## config.mk

```make
export PLATFORM = sky130hd
export DESIGN_NAME = mixer_iir_filter_unit
export DESIGN_NICKNAME = d
export VERILOG_FILES = /design/src/sv/mif_pkg.sv /design/src/sv/mif_ctrl.sv /design/src/sv/mif_datapath.sv /design/src/sv/mixer_iir_filter_unit.sv
export VERILOG_INCLUDE_DIRS = /design/src /design/src/sv
export SDC_FILE = /design/constraint.sdc
export NUM_CORES = 2
export LEC_CHECK = 0
export BUFFER_PORTS_ARGS = -buffer_cell sky130_fd_sc_hd__clkbuf_2
export CELL_PAD_IN_SITES_DETAIL_PLACEMENT = 2
export CELL_PAD_IN_SITES_GLOBAL_PLACEMENT = 2
export CORE_MARGIN = 2
export CORE_UTILIZATION = 30
export DETAILED_ROUTE_END_ITERATION = 6
export PLACE_DENSITY = 0.64
export SLEW_MARGIN = 20
export SYNTH_ARGS = -nofsm -noshare
export SYNTH_HDL_FRONTEND = slang
export SYNTH_SLANG_ARGS = --single-unit
```

## constraint.sdc

```tcl
create_clock -name clk_i -period 16.4 [get_ports clk_i]
set_input_delay 2.46 -clock clk_i [delete_from_list [all_inputs] [get_ports clk_i]]
set_output_delay 2.46 -clock clk_i [all_outputs]
set_load 0.01 [all_outputs]
```

## src/sv/mixer_iir_filter_unit_defines.svh

```systemverilog
// assertion macros used by the mixer iir filter controller
`ifndef MIXER_IIR_FILTER_UNIT_DEFINES_SVH
`define MIXER_IIR_FILTER_UNIT_DEFINES_SVH

// same-cycle implication on clk_i, disabled while rst_ni is low
`define MIF_ASSERT_IMPL(label, ante, cons, msg) \
  label: assert property (@(posedge clk_i) disable iff (!rst_ni) (ante) |-> (cons)) \
    else $error(msg);

// next-cycle implication on clk_i, disabled while rst_ni is low
`define MIF_ASSERT_NEXT(label, ante, cons, msg) \
  label: assert property (@(posedge clk_i) disable iff (!rst_ni) (ante) |=> (cons)) \
    else $error(msg);

`endif

```

## src/sv/mif_pkg.sv

```systemverilog
// types, constants and helper functions of the mixer iir filter
`timescale 1ns / 1ps
`default_nettype none

package mif_pkg;

  localparam int SAMPLE_W   = 12;
  localparam int DAC_W      = 12;
  localparam int COEF_W     = 24;
  localparam int STATE_W    = 32;
  localparam int ACC_W      = 64;
  localparam int PROD_W     = COEF_W + STATE_W;
  localparam int NUM_COEFS  = 7;
  localparam int CFG_IDX_W  = 3;
  localparam int IN_TDATA_W = 24;
  localparam int OUT_TDATA_W = 16;
  localparam int STEP_W     = 4;

  localparam int MIX_OFFSET = 1 << 11;
  localparam int MIX_SHIFT  = 11;
  localparam int DAC_MAX    = (1 << 12) - 1;

  localparam int STATE_FRAC_BITS_DEF = 16;
  localparam int COEF_FRAC_BITS_DEF  = 20;

  typedef enum logic [CFG_IDX_W-1:0] {
    COEF_B0 = 3'd0,
    COEF_B2 = 3'd1,
    COEF_B4 = 3'd2,
    COEF_A1 = 3'd3,
    COEF_A2 = 3'd4,
    COEF_A3 = 3'd5,
    COEF_A4 = 3'd6
  } coef_idx_e;

  localparam logic signed [COEF_W-1:0] COEF_RESET [NUM_COEFS] = '{
    24'sd1049, -24'sd2097, 24'sd1049, 24'sd3319792,
    -24'sd4632609, 24'sd3175088, -24'sd959447
  };

  typedef enum logic [2:0] {
    MUL_MIX,
    MUL_B2,
    MUL_B4,
    MUL_A1,
    MUL_A2,
    MUL_A3,
    MUL_A4,
    MUL_B0
  } mul_sel_e;

  typedef enum logic [1:0] {
    ST_IDLE,
    ST_CALC,
    ST_ROUND,
    ST_FINISH
  } state_e;

  typedef struct packed {
    logic     load_in;
    mul_sel_e mul_sel;
    logic     x_load;
    logic     acc_clr;
    logic     acc_add;
    logic     y_load;
    logic     commit;
  } ctrl_cmd_t;

  typedef struct packed {
    logic out_free;
  } dp_status_t;

  function automatic logic signed [STATE_W-1:0] sat32(input logic signed [ACC_W-1:0] v);
    logic signed [ACC_W-1:0] hi;
    logic signed [ACC_W-1:0] lo;
    hi = 64'sd2147483647;
    lo = -64'sd2147483648;
    if (v > hi) begin
      sat32 = hi[STATE_W-1:0];
    end else if (v < lo) begin
      sat32 = lo[STATE_W-1:0];
    end else begin
      sat32 = v[STATE_W-1:0];
    end
  endfunction

endpackage

`default_nettype wire

```

## src/sv/mif_ctrl.sv

```systemverilog
// controller state machine sequencing the shared multiplier and accumulator
`timescale 1ns / 1ps
`default_nettype none
`include "mixer_iir_filter_unit_defines.svh"

module mif_ctrl (
  input  wire                   clk_i,
  input  wire                   rst_ni,
  input  wire                   s_tvalid_i,
  output logic                  s_tready_o,
  input  mif_pkg::dp_status_t   status_i,
  output mif_pkg::ctrl_cmd_t    cmd_o
);
  import mif_pkg::*;

  localparam logic [STEP_W-1:0] LastStep = STEP_W'(8);

  state_e            state_q, state_d;
  logic [STEP_W-1:0] step_q, step_d;
  logic              s_xfer;
  logic              calc_first;

  always_ff @(posedge clk_i or negedge rst_ni) begin
    if (!rst_ni) begin
      state_q <= ST_IDLE;
      step_q  <= '0;
    end else begin
      state_q <= state_d;
      step_q  <= step_d;
    end
  end

  // next state
  always_comb begin
    state_d = state_q;
    step_d  = '0;
    case (state_q)
      ST_IDLE: begin
        if (s_tvalid_i) state_d = ST_CALC;
      end
      ST_CALC: begin
        if (step_q == LastStep) begin
          state_d = ST_ROUND;
        end else begin
          step_d = step_q + STEP_W'(1);
        end
      end
      ST_ROUND: state_d = ST_FINISH;
      ST_FINISH: begin
        if (status_i.out_free) state_d = ST_IDLE;
      end
      default: state_d = ST_IDLE;
    endcase
  end

  // outputs
  always_comb begin
    cmd_o      = '0;
    s_tready_o = 1'b0;
    case (state_q)
      ST_IDLE: begin
        s_tready_o    = 1'b1;
        cmd_o.load_in = s_tvalid_i;
      end
      ST_CALC: begin
        case (step_q)
          STEP_W'(0): cmd_o.mul_sel = MUL_MIX;
          STEP_W'(1): begin
            cmd_o.mul_sel = MUL_B2;
            cmd_o.x_load  = 1'b1;
            cmd_o.acc_clr = 1'b1;
          end
          STEP_W'(2): begin
            cmd_o.mul_sel = MUL_B4;
            cmd_o.acc_add = 1'b1;
          end
          STEP_W'(3): begin
            cmd_o.mul_sel = MUL_A1;
            cmd_o.acc_add = 1'b1;
          end
          STEP_W'(4): begin
            cmd_o.mul_sel = MUL_A2;
            cmd_o.acc_add = 1'b1;
          end
          STEP_W'(5): begin
            cmd_o.mul_sel = MUL_A3;
            cmd_o.acc_add = 1'b1;
          end
          STEP_W'(6): begin
            cmd_o.mul_sel = MUL_A4;
            cmd_o.acc_add = 1'b1;
          end
          STEP_W'(7): begin
            cmd_o.mul_sel = MUL_B0;
            cmd_o.acc_add = 1'b1;
          end
          default: begin
            cmd_o.mul_sel = MUL_MIX;
            cmd_o.acc_add = 1'b1;
          end
        endcase
      end
      ST_ROUND:  cmd_o.y_load = 1'b1;
      ST_FINISH: cmd_o.commit = status_i.out_free;
      default: cmd_o = '0;
    endcase
  end

  assign s_xfer     = s_tvalid_i && s_tready_o;
  assign calc_first = (state_q == ST_CALC) && (step_q == '0);

  `MIF_ASSERT_IMPL(a_commit_needs_room, cmd_o.commit, status_i.out_free, "commit while output full")
  `MIF_ASSERT_NEXT(a_accept_starts_calc, s_xfer, calc_first, "transfer did not start calc")
  `MIF_ASSERT_IMPL(a_step_in_range, state_q == ST_CALC, step_q <= LastStep, "step counter overran")

endmodule

`default_nettype wire

```

## src/sv/mif_datapath.sv

```systemverilog
// datapath: coefficients, histories, shared multiplier, accumulator, output register
`timescale 1ns / 1ps
`default_nettype none

module mif_datapath #(
  parameter int STATE_FRAC_BITS = mif_pkg::STATE_FRAC_BITS_DEF,
  parameter int COEF_FRAC_BITS  = mif_pkg::COEF_FRAC_BITS_DEF
) (
  input  wire                                  clk_i,
  input  wire                                  rst_ni,
  input  mif_pkg::ctrl_cmd_t                   cmd_i,
  output mif_pkg::dp_status_t                  status_o,
  input  wire [mif_pkg::IN_TDATA_W-1:0]        s_tdata_i,
  input  wire                                  cfg_we_i,
  input  wire [mif_pkg::CFG_IDX_W-1:0]         cfg_idx_i,
  input  wire [mif_pkg::COEF_W-1:0]            cfg_data_i,
  input  wire                                  m_tready_i,
  output logic                                 m_tvalid_o,
  output logic [mif_pkg::OUT_TDATA_W-1:0]      m_tdata_o
);
  import mif_pkg::*;

  localparam int MixW  = SAMPLE_W + 1;
  localparam int MixUp = (STATE_FRAC_BITS >= MIX_SHIFT) ? STATE_FRAC_BITS - MIX_SHIFT : 0;
  localparam int MixDn = (STATE_FRAC_BITS >= MIX_SHIFT) ? 0 : MIX_SHIFT - STATE_FRAC_BITS;
  localparam int IntW  = STATE_W - STATE_FRAC_BITS + 1;
  localparam int SumW  = IntW + 2;
  localparam logic signed [ACC_W-1:0] RoundHalf = ACC_W'(1) << (COEF_FRAC_BITS - 1);
  localparam logic        [ACC_W-1:0] MixMask   = (ACC_W'(1) << MixDn) - ACC_W'(1);
  localparam logic signed [SumW-1:0]  DacOffset = SumW'(MIX_OFFSET);
  localparam logic signed [SumW-1:0]  DacMaxS   = SumW'(DAC_MAX);

  logic signed [COEF_W-1:0]  coef_q   [NUM_COEFS];
  logic signed [STATE_W-1:0] x_hist_q [4];
  logic signed [STATE_W-1:0] y_hist_q [4];
  logic [1:0]                pos_q;
  logic [SAMPLE_W-1:0]       sample_a_q, sample_b_q;
  logic signed [PROD_W-1:0]  prod_q;
  logic signed [ACC_W-1:0]   acc_q;
  logic signed [STATE_W-1:0] x_q, y_q;
  logic                      out_valid_q;
  logic [DAC_W-1:0]          dac_q;

  logic [1:0]                pos_m1, pos_m2, pos_m3;
  logic signed [MixW-1:0]    da, db;
  logic signed [COEF_W-1:0]  op_a;
  logic signed [STATE_W-1:0] op_b;
  logic signed [PROD_W-1:0]  prod;
  logic signed [ACC_W-1:0]   mix_p, mix_scaled, mix_shifted, mix_val;
  logic signed [STATE_W-1:0] x_d, y_d;
  logic signed [ACC_W-1:0]   rnd_sum, rnd_shift;
  logic signed [IntW-1:0]    y_int;
  logic signed [SumW-1:0]    dac_sum;
  logic [DAC_W-1:0]          dac_d;

  assign pos_m1 = pos_q - 2'd1;
  assign pos_m2 = pos_q - 2'd2;
  assign pos_m3 = pos_q - 2'd3;

  assign da = $signed({1'b0, sample_a_q}) - MixW'(MIX_OFFSET);
  assign db = $signed({1'b0, sample_b_q}) - MixW'(MIX_OFFSET);

  // shared multiplier operand select
  always_comb begin
    op_a = '0;
    op_b = '0;
    case (cmd_i.mul_sel)
      MUL_MIX: begin
        op_a = {{(COEF_W-MixW){da[MixW-1]}}, da};
        op_b = {{(STATE_W-MixW){db[MixW-1]}}, db};
      end
      MUL_B2: begin
        op_a = coef_q[COEF_B2];
        op_b = x_hist_q[pos_m2];
      end
      MUL_B4: begin
        op_a = coef_q[COEF_B4];
        op_b = x_hist_q[pos_q];
      end
      MUL_A1: begin
        op_a = coef_q[COEF_A1];
        op_b = y_hist_q[pos_m1];
      end
      MUL_A2: begin
        op_a = coef_q[COEF_A2];
        op_b = y_hist_q[pos_m2];
      end
      MUL_A3: begin
        op_a = coef_q[COEF_A3];
        op_b = y_hist_q[pos_m3];
      end
      MUL_A4: begin
        op_a = coef_q[COEF_A4];
        op_b = y_hist_q[pos_q];
      end
      MUL_B0: begin
        op_a = coef_q[COEF_B0];
        op_b = x_q;
      end
      default: begin
        op_a = '0;
        op_b = '0;
      end
    endcase
  end

  assign prod = op_a * op_b;

  // mixer scaling to the state format, truncating toward zero
  always_comb begin
    mix_p       = {{(ACC_W-PROD_W){prod_q[PROD_W-1]}}, prod_q};
    mix_scaled  = mix_p <<< MixUp;
    mix_shifted = mix_scaled >>> MixDn;
    mix_val     = mix_shifted;
    if (mix_p[ACC_W-1] && ((mix_p & MixMask) != '0)) begin
      mix_val = mix_shifted + ACC_W'(1);
    end
    x_d = sat32(mix_val);
  end

  // round half up to the state format
  always_comb begin
    rnd_sum   = acc_q + RoundHalf;
    rnd_shift = rnd_sum >>> COEF_FRAC_BITS;
    y_d       = sat32(rnd_shift);
  end

  // integer part toward zero, offset and clamp
  always_comb begin
    y_int = IntW'(y_q >>> STATE_FRAC_BITS);
    if (y_q[STATE_W-1] && (y_q[STATE_FRAC_BITS-1:0] != '0)) begin
      y_int = y_int + IntW'(1);
    end
    dac_sum = SumW'(y_int) + DacOffset;
    if (dac_sum < 0) begin
      dac_d = '0;
    end else if (dac_sum > DacMaxS) begin
      dac_d = DAC_W'(DAC_MAX);
    end else begin
      dac_d = dac_sum[DAC_W-1:0];
    end
  end

  // configuration and history state
  always_ff @(posedge clk_i or negedge rst_ni) begin
    if (!rst_ni) begin
      for (int i = 0; i < NUM_COEFS; i++) coef_q[i] <= COEF_RESET[i];
      for (int i = 0; i < 4; i++) begin
        x_hist_q[i] <= '0;
        y_hist_q[i] <= '0;
      end
      pos_q       <= '0;
      out_valid_q <= 1'b0;
    end else begin
      if (cfg_we_i && (cfg_idx_i < CFG_IDX_W'(NUM_COEFS))) begin
        coef_q[cfg_idx_i] <= cfg_data_i;
      end
      if (cmd_i.commit) begin
        x_hist_q[pos_q] <= x_q;
        y_hist_q[pos_q] <= y_q;
        pos_q           <= pos_q + 2'd1;
        out_valid_q     <= 1'b1;
      end else if (m_tready_i) begin
        out_valid_q <= 1'b0;
      end
    end
  end

  // payload registers
  always_ff @(posedge clk_i) begin
    if (cmd_i.load_in) begin
      sample_a_q <= s_tdata_i[SAMPLE_W-1:0];
      sample_b_q <= s_tdata_i[2*SAMPLE_W-1:SAMPLE_W];
    end
    prod_q <= prod;
    if (cmd_i.x_load) x_q <= x_d;
    if (cmd_i.acc_clr) begin
      acc_q <= '0;
    end else if (cmd_i.acc_add) begin
      acc_q <= acc_q + {{(ACC_W-PROD_W){prod_q[PROD_W-1]}}, prod_q};
    end
    if (cmd_i.y_load) y_q <= y_d;
    if (cmd_i.commit) dac_q <= dac_d;
  end

  assign status_o.out_free = !out_valid_q || m_tready_i;
  assign m_tvalid_o        = out_valid_q;
  assign m_tdata_o         = {{(OUT_TDATA_W-DAC_W){1'b0}}, dac_q};

endmodule

`default_nettype wire

```

## src/sv/mixer_iir_filter_unit.sv

```systemverilog
// result: the dac value enters the output register at commit, which waits while the output is full
// a new sample pair is taken only in the idle state, once the last one is through; the single shared
// 24x32 multiplier forms the mixer product and the seven filter products in turn
// reset: coefficients take their default values, x and y histories and the
// ring position clear at once, no clearing pass
`timescale 1ns / 1ps
`default_nettype none

module mixer_iir_filter_unit #(
  parameter int STATE_FRAC_BITS = mif_pkg::STATE_FRAC_BITS_DEF,
  parameter int COEF_FRAC_BITS  = mif_pkg::COEF_FRAC_BITS_DEF
) (
  input  wire                              clk_i,
  input  wire                              rst_ni,
  input  wire                              s_axis_tvalid,
  output logic                             s_axis_tready,
  input  wire [mif_pkg::IN_TDATA_W-1:0]    s_axis_tdata,   // sample_a, sample_b
  output logic                             m_axis_tvalid,
  input  wire                              m_axis_tready,
  output logic [mif_pkg::OUT_TDATA_W-1:0]  m_axis_tdata,   // dac_value, zero pad
  input  wire                              cfg_we_i,
  input  wire [mif_pkg::CFG_IDX_W-1:0]     cfg_idx_i,
  input  wire [mif_pkg::COEF_W-1:0]        cfg_data_i
);
  import mif_pkg::*;

  ctrl_cmd_t  cmd;
  dp_status_t status;

  mif_ctrl u_ctrl (
    .clk_i      (clk_i),
    .rst_ni     (rst_ni),
    .s_tvalid_i (s_axis_tvalid),
    .s_tready_o (s_axis_tready),
    .status_i   (status),
    .cmd_o      (cmd)
  );

  mif_datapath #(
    .STATE_FRAC_BITS (STATE_FRAC_BITS),
    .COEF_FRAC_BITS  (COEF_FRAC_BITS)
  ) u_datapath (
    .clk_i      (clk_i),
    .rst_ni     (rst_ni),
    .cmd_i      (cmd),
    .status_o   (status),
    .s_tdata_i  (s_axis_tdata),
    .cfg_we_i   (cfg_we_i),
    .cfg_idx_i  (cfg_idx_i),
    .cfg_data_i (cfg_data_i),
    .m_tready_i (m_axis_tready),
    .m_tvalid_o (m_axis_tvalid),
    .m_tdata_o  (m_axis_tdata)
  );

endmodule

`default_nettype wire

```

* After elaboration in Yosys (flattened, before gate mapping)
Cells that the tools add are included.
** Storage, ports and cells
- Word-level logic and storage cells :: 138
- Register bits :: 653
- Input port bits :: 56
- Output and inout port bits :: 18
** Cells by class
- Reductions and logical operators :: 13
- $add $sub $neg :: 11
- Bitwise operators :: 5
- Multiply operators :: 1
- Eq/ne operators :: 21
- Mux-type cells :: 47
- $lt $le $gt $ge :: 14
** Operators by type and width (number)
- 32-bit 2-to-1 mux :: 15
- 32-bit binary-select mux with 2-bit select :: 6
- 128-bit bitwise mux :: 2
- 32-bit one-hot mux with 8 select lines :: 1
- 24-bit one-hot mux with 8 select lines :: 1
- 168-bit bitwise mux :: 1
- 24-bit demux with 3-bit select :: 1
- 64-bit by 21-bit adder with 64-bit output, second input constant :: 1
- 64-bit adder :: 1
- 32-bit demux with 2-bit select :: 1
- 61-bit by 32-bit greater-than comparator with 1-bit output, second input constant :: 1
- 61-bit by 32-bit < comparator with 1-bit output, second input constant :: 1
- 24-bit by 32-bit multiplier with 56-bit output :: 1
- 44-bit by 32-bit greater-than comparator with 1-bit output, second input constant :: 1
- 44-bit by 32-bit < comparator with 1-bit output, second input constant :: 1
- 12-bit by 12-bit subtractor with 13-bit output, second input constant :: 2
- 24-bit 2-to-1 mux :: 1
- 3-bit one-hot mux with 7 select lines :: 1
- 17-bit by 13-bit adder with 18-bit output, second input constant :: 1
- 18-bit by 13-bit greater-than comparator with 1-bit output, second input constant :: 1
- 18-bit by 1-bit < comparator with 1-bit output, second input constant :: 1
- 16-bit by 2-bit adder with 17-bit output, second input constant :: 1
- 17-bit 2-to-1 mux :: 1
- 4-bit by 3-bit equality test with 1-bit output, second input constant :: 4
- 37 further kinds :: 64

* Longest topological paths before layout
- Word-level depth :: 7
- Mapped depth :: 41
- Gate-level depth less buffers :: 37

* Modules after synthesis
A second synthesis with hierarchy kept.
** Second synthesis, totals
- Cells, all modules :: 6211
- Area total of the unflattened synthesis :: 60501.8 um^2
** Modules (own cells, without submodules)
- mif_datapath :: times used 1, cells each 6163, sequential area each 15668.8 um^2, area an instance 60053.8 um^2
- mif_ctrl :: times used 1, cells each 48, sequential area each 150.1 um^2, area an instance 447.9 um^2

* Worst setup path before layout
Ideal clock, no wire load.
- Path kind :: reg2reg
- Start point :: reg u_datapath.pos_q[1]
- End point :: reg u_datapath.prod_q[55]
- Data required time :: 16.336 ns
- Slack :: 6.658 ns
- Arrival time :: 9.678 ns
- Library setup time :: 0.064 ns
- Clock period less this slack :: 9.742 ns
- Stages on the path, launching flop included :: 35
- Path buffers :: 5
- Path through :: dfrtp_1 > clkbuf_1 > inv_1 > clkbuf_1 > clkbuf_1 > ha_1 > or3_1 > nand2_1 > clkbuf_1 > a22oi_1 > nand3_1 > o21ai_0 > a21oi_1 > clkbuf_1 > nor2_1 > fa_1 > fa_1 > fa_1 > fa_1 > fa_1 > fa_1 > inv_1 > fa_1 > inv_1 > ha_1 > a21o_1 > a21o_1 > a221o_1 > a311o_1 > a41oi_2 > o221ai_2 > a221oi_2 > o211ai_1 > or4_1 > nand4_1
** On the way
- Cells in the longest elaborated chain, start to end :: 7
- Elaborated cells on any way between the ends :: 27
- Classes of those cells :: add/sub: 3; mul: 1; mux: 19; bitwise: 4
** Ends and longest elaborated chain
- from (decl) :: RTL line mif_datapath.sv:36 : logic [1:0] pos_q;
- from (signal assigned) :: RTL line mif_datapath.sv:161 : pos_q <= pos_q + 2'd1;
- 2-bit subtractor :: RTL line mif_datapath.sv:58 : assign pos_m3 = pos_q - 2'd3;
- named net u_datapath.pos_m3[1] :: RTL line mif_datapath.sv:44 : logic [1:0] pos_m1, pos_m2, pos_m3;
- 2-bit NOT with 3-bit output (not written as such) :: RTL line mif_datapath.sv:90 : op_b = y_hist_q[pos_m3];
- 32-bit binary-select mux with 2-bit select :: RTL line mif_datapath.sv:90
- 32-bit 2-to-1 mux (not written as such) (2 in series) :: RTL line mif_datapath.sv:90
- 32-bit one-hot mux with 8 select lines :: RTL line mif_datapath.sv:67 : case (cmd_i.mul_sel)
- 24-bit by 32-bit multiplier with 56-bit output :: RTL line mif_datapath.sv:107 : assign prod = op_a * op_b;
- named net u_datapath.prod[55] :: RTL line mif_datapath.sv:48 : logic signed [PROD_W-1:0] prod;
- to (signal assigned) :: RTL line mif_datapath.sv:175 : prod_q <= prod;
- to (decl) :: RTL line mif_datapath.sv:38 : logic signed [PROD_W-1:0] prod_q;
The timed path passes the listed nets, and every way through them passes these cells. The select of a mux whose other input is x is not followed.
A chain may end at the register's enable or synchronous reset.

* Worst setup path in the final report
- Start point :: reg u_ctrl.step_q[0]
- End point :: reg u_datapath.prod_q[55]
** On the way
- Cells in the longest elaborated chain, start to end :: 6
- Elaborated cells on any way between the ends :: 20
- Classes of those cells :: mul: 1; eq/ne: 14; mux: 4; reduce/logical: 1
** Ends and longest elaborated chain
- from (decl) :: RTL line mif_ctrl.sv:19 : logic [STEP_W-1:0] step_q, step_d;
- from (signal assigned) :: RTL line mif_ctrl.sv:29 : step_q <= step_d;
- 4-bit by 3-bit equality test with 1-bit output, or another cell as far along :: RTL line mif_ctrl.sv:66 : case (step_q)
- 3-bit one-hot mux with 7 select lines (*) :: RTL line mif_ctrl.sv:66
- 6-bit 2-to-1 mux (*) :: RTL line mif_ctrl.sv:60 : case (state_q)
- 3-bit equality test, or another cell as far along :: RTL line mif_datapath.sv:67
- 24-bit one-hot mux with 8 select lines / 32-bit one-hot mux with 8 select lines (equally long branches) :: RTL line mif_datapath.sv:67
- 24-bit by 32-bit multiplier with 56-bit output (*) :: RTL line mif_datapath.sv:107
- named net u_datapath.prod[55] :: RTL line mif_datapath.sv:48
Mark *: on every way through the listed nets, which the timed path passes. The rest lies on a longest branch.

==> results.ini <==
[outcome]
status = finished, final reports clean

[global_route]
grt.total_usage = 0.219
grt_pass1_vias = 51700
grt_max_degree = 123
grt_overflow = 0
grt_pass1_wl_um = 339000
antenna_found_initial = 9

[clock_tree]
postCtsSetupBuffers = 0
cts_resized = 0
cts_buffers = 84
clk_pin_slew_worst_paths_ns = 0.06
cts.sinks = 633
worst_skew_pair.late_latency_ns = 0.70
cts-root-buf = clkbuf_16
cts_buffer_depth = 3
htree_levels = 3
holdBufCountCts = 0
tritoncts = done

[cells_and_area]
drive_above_1_share = 0.167
fin_nets = 7115
syn2layout_area_growth_pct = 11.3

[yosys]
ys_seq_elements = 633
synth_edf_count = 96
yosysMostFrequentCell = inv_1
synth_top_area_cell = fa_1
yosys.area.top_type_share = 0.260
ys_seq_area_frac = 0.262
synth_cells = 6101
ys_types = 94
synthFlopType = dfrtp_1
async_flop_share = 0.659
synthesis.area_um2 = 60300
synth_commonest_cells = 940 x inv_1, 785 x fa_1, 757 x nand2_1, 447 x mux2_2, 338 x dfrtp_1
synth_area_leaders = fa_1 26%, dfrtp_1 14%, mux2_2 8.3%, inv_1 5.8%, edfxtp_1 4.8%
synth_area_per_cell_um2 = 9.89
yosys_warnings = 0

[floorplanning]
chipWidth_um = 452
die_h_um = 452
rows = 164
start_util = 0.302
die-area_um2 = 205000
ios = 74
core_area_um2 = 200000

[placed_design]
gp_congestion = 0.835
dp_hpwl_um = 164000
numPortBuffers = 69

[drt]
vias_per_cell = 5.21
first_iter_violations = 2393
vias = 45700
finalWirelength_um = 223000
ant_nets = 0
drcViolationCount = 0
dr.pass1.iters = 7
wl_per_cell_um = 25.4

[sta]
finalHoldViolCount = 0
finalMaxSlewViolations = 0
finalCritPeriodShare = 0.733
finalSetupTns_ns = 0
worst_slew_margin_rel = 0.223
period_minus_slack_ns = 12.02
rsz0062_at_grt = false
tightest_slew_ns = 1.17
clock_skew_ns = 0.0447
fmaxAchievable_mhz = 83.2
setup_viol = 0

[worst_setup_path]
cpMostUsedCell = fa_1
cp_num_buf_inv = 8
cp_slowest_cell = nor2_1
cp.arrival_ns = 12.62
crit_required_ns = 17.00
endpoint_kind = flop
slowest_delay_ns = 0.63
start_kind = flop
worst-path-max-fanout = 35
worst_path_dominant_cell_family = adder cells
worstSetupPathType = flop to flop

[job]
cap_violations = 0

[worst_hold_path]
hp-class = flop to flop

registers in the layout, indices dropped and copies added, names as in the netlist, 4 cells and up:
name                   flops
u_ctrl.step_q              4
u_datapath.acc_q          64
u_datapath.coef_q        168
u_datapath.dac_q          12
u_datapath.prod_q         56
u_datapath.sample_a_q     12
u_datapath.sample_b_q     12
u_datapath.x_hist_q      112
u_datapath.x_q            28
u_datapath.y_hist_q      128
u_datapath.y_q            32
area by class of cell:
cell class | instances | area, um2
Clock buffer | 120 | 2400
Inverter | 941 | 3530
Timing Repair Buffer | 205 | 1440
Antenna cell | 3 | 7.51
Fill cell | 21700 | 133000
Multi-Input combinational cell | 4182 | 40200
Clock inverter | 36 | 473
Sequential cell | 633 | 15800
Tap cell | 2656 | 3320
layer usage:
layer  routed length [um]  share of wire  vias up  global-route usage
li1                     -              -    19900                   -
met1                99000           0.44    24700               0.290
met2               110000           0.50      759               0.380
met3                 6650          0.030      306              0.0195
met4                 6410          0.029        0              0.0623
met5                    0              0        -                   0
through the flow:
stage | worst slack (ns) | hold slack [ns] | instance area (um2) | cells | util
global route | 3.75 | 0.475 | 67100 | 8773 | 0.336
CTS | 4.35 | 0.468 | 67100 | 8770 | 0.335
detailed placement | 4.42 | 0.457 | 64200 | 8614 | 0.321
global placement | 4.53 | 0.446 | 64200 | 8614 | 0.321
floorplan | 6.66 | 0.436 | 60300 | 6104 | -
finish | 4.38 | 0.467 | 67200 | 8776 | 0.336
cells by family (layout without fill, tap and decap cells):
family,count (synthesis),count (layout),synth area share
xor+xnor,168,168,0.0246
compound gates,877,877,0.0985
buf+inv,1289,1302,0.0820
flops,633,633,0.262
simple gates,1537,1537,0.114
mux,584,584,0.111
fa+ha+maj,1012,1012,0.308
other cells,1,7,0.0000622
worst reg2reg max path: cells and delay by family, from the launching register on:
family                     cells  cell delay [ns]
buffers and inverters          8             1.72
DFF                            1             0.62
AOI/OAI and AO/OA              7             2.43
adders and majority gates      9             4.41
and+or+nand+nor               10             2.73
final timing paths:
check	end	start	slack, ns	cells after the start
setup / recovery	u_datapath.prod_q[55]	u_ctrl.step_q[0]	4.38	34
hold / removal	u_datapath.acc_q[15]	u_datapath.acc_q[15]	0.47	2
setup reg to reg	u_datapath.prod_q[55]	u_ctrl.step_q[0]	4.38	34
hold reg to reg	u_datapath.acc_q[15]	u_datapath.acc_q[15]	0.47	2
max in group asynchronous	u_datapath.y_hist_q[122]	rst_ni	12.96	3
min in group asynchronous	u_datapath.m_tvalid_o	rst_ni	1.64	1
placed cells by master (no fill, tap or decap), drive strengths merged, types with 14 or more instances in the layout:
master | Yosys | routed
nand3 | 79 | 79
a22o | 21 | 21
nand4 | 47 | 47
clkbuf | 276 | 188
buf | 72 | 137
and3 | 30 | 30
xnor2 | 91 | 91
mux2 | 447 | 447
or3 | 14 | 14
ha | 227 | 227
xor2 | 77 | 77
o221ai | 24 | 24
a22oi | 43 | 43
dfrtp | 338 | 338
dfxtp | 120 | 120
a31oi | 33 | 33
nor3 | 83 | 83
nor4 | 23 | 23
fa | 785 | 785
a221oi | 54 | 54
a21o | 82 | 82
a41oi | 15 | 15
o21a | 15 | 15
edfxtp | 96 | 96
mux2i | 115 | 115
o21bai | 14 | 14
dfstp | 79 | 79
mux4 | 22 | 22
o21ai | 164 | 164
clkinv | 1 | 21
nor2 | 303 | 303
o31ai | 18 | 18
nor2b | 43 | 43
and2 | 88 | 88
nand2 | 757 | 757
o211ai | 16 | 16
o22ai | 40 | 40
a21oi | 231 | 231
nand2b | 24 | 24
inv | 940 | 946
Power is left out: the tool's default activity adds up to more than one toggle a clock period on the data nets, which glitch-free logic cannot reach.
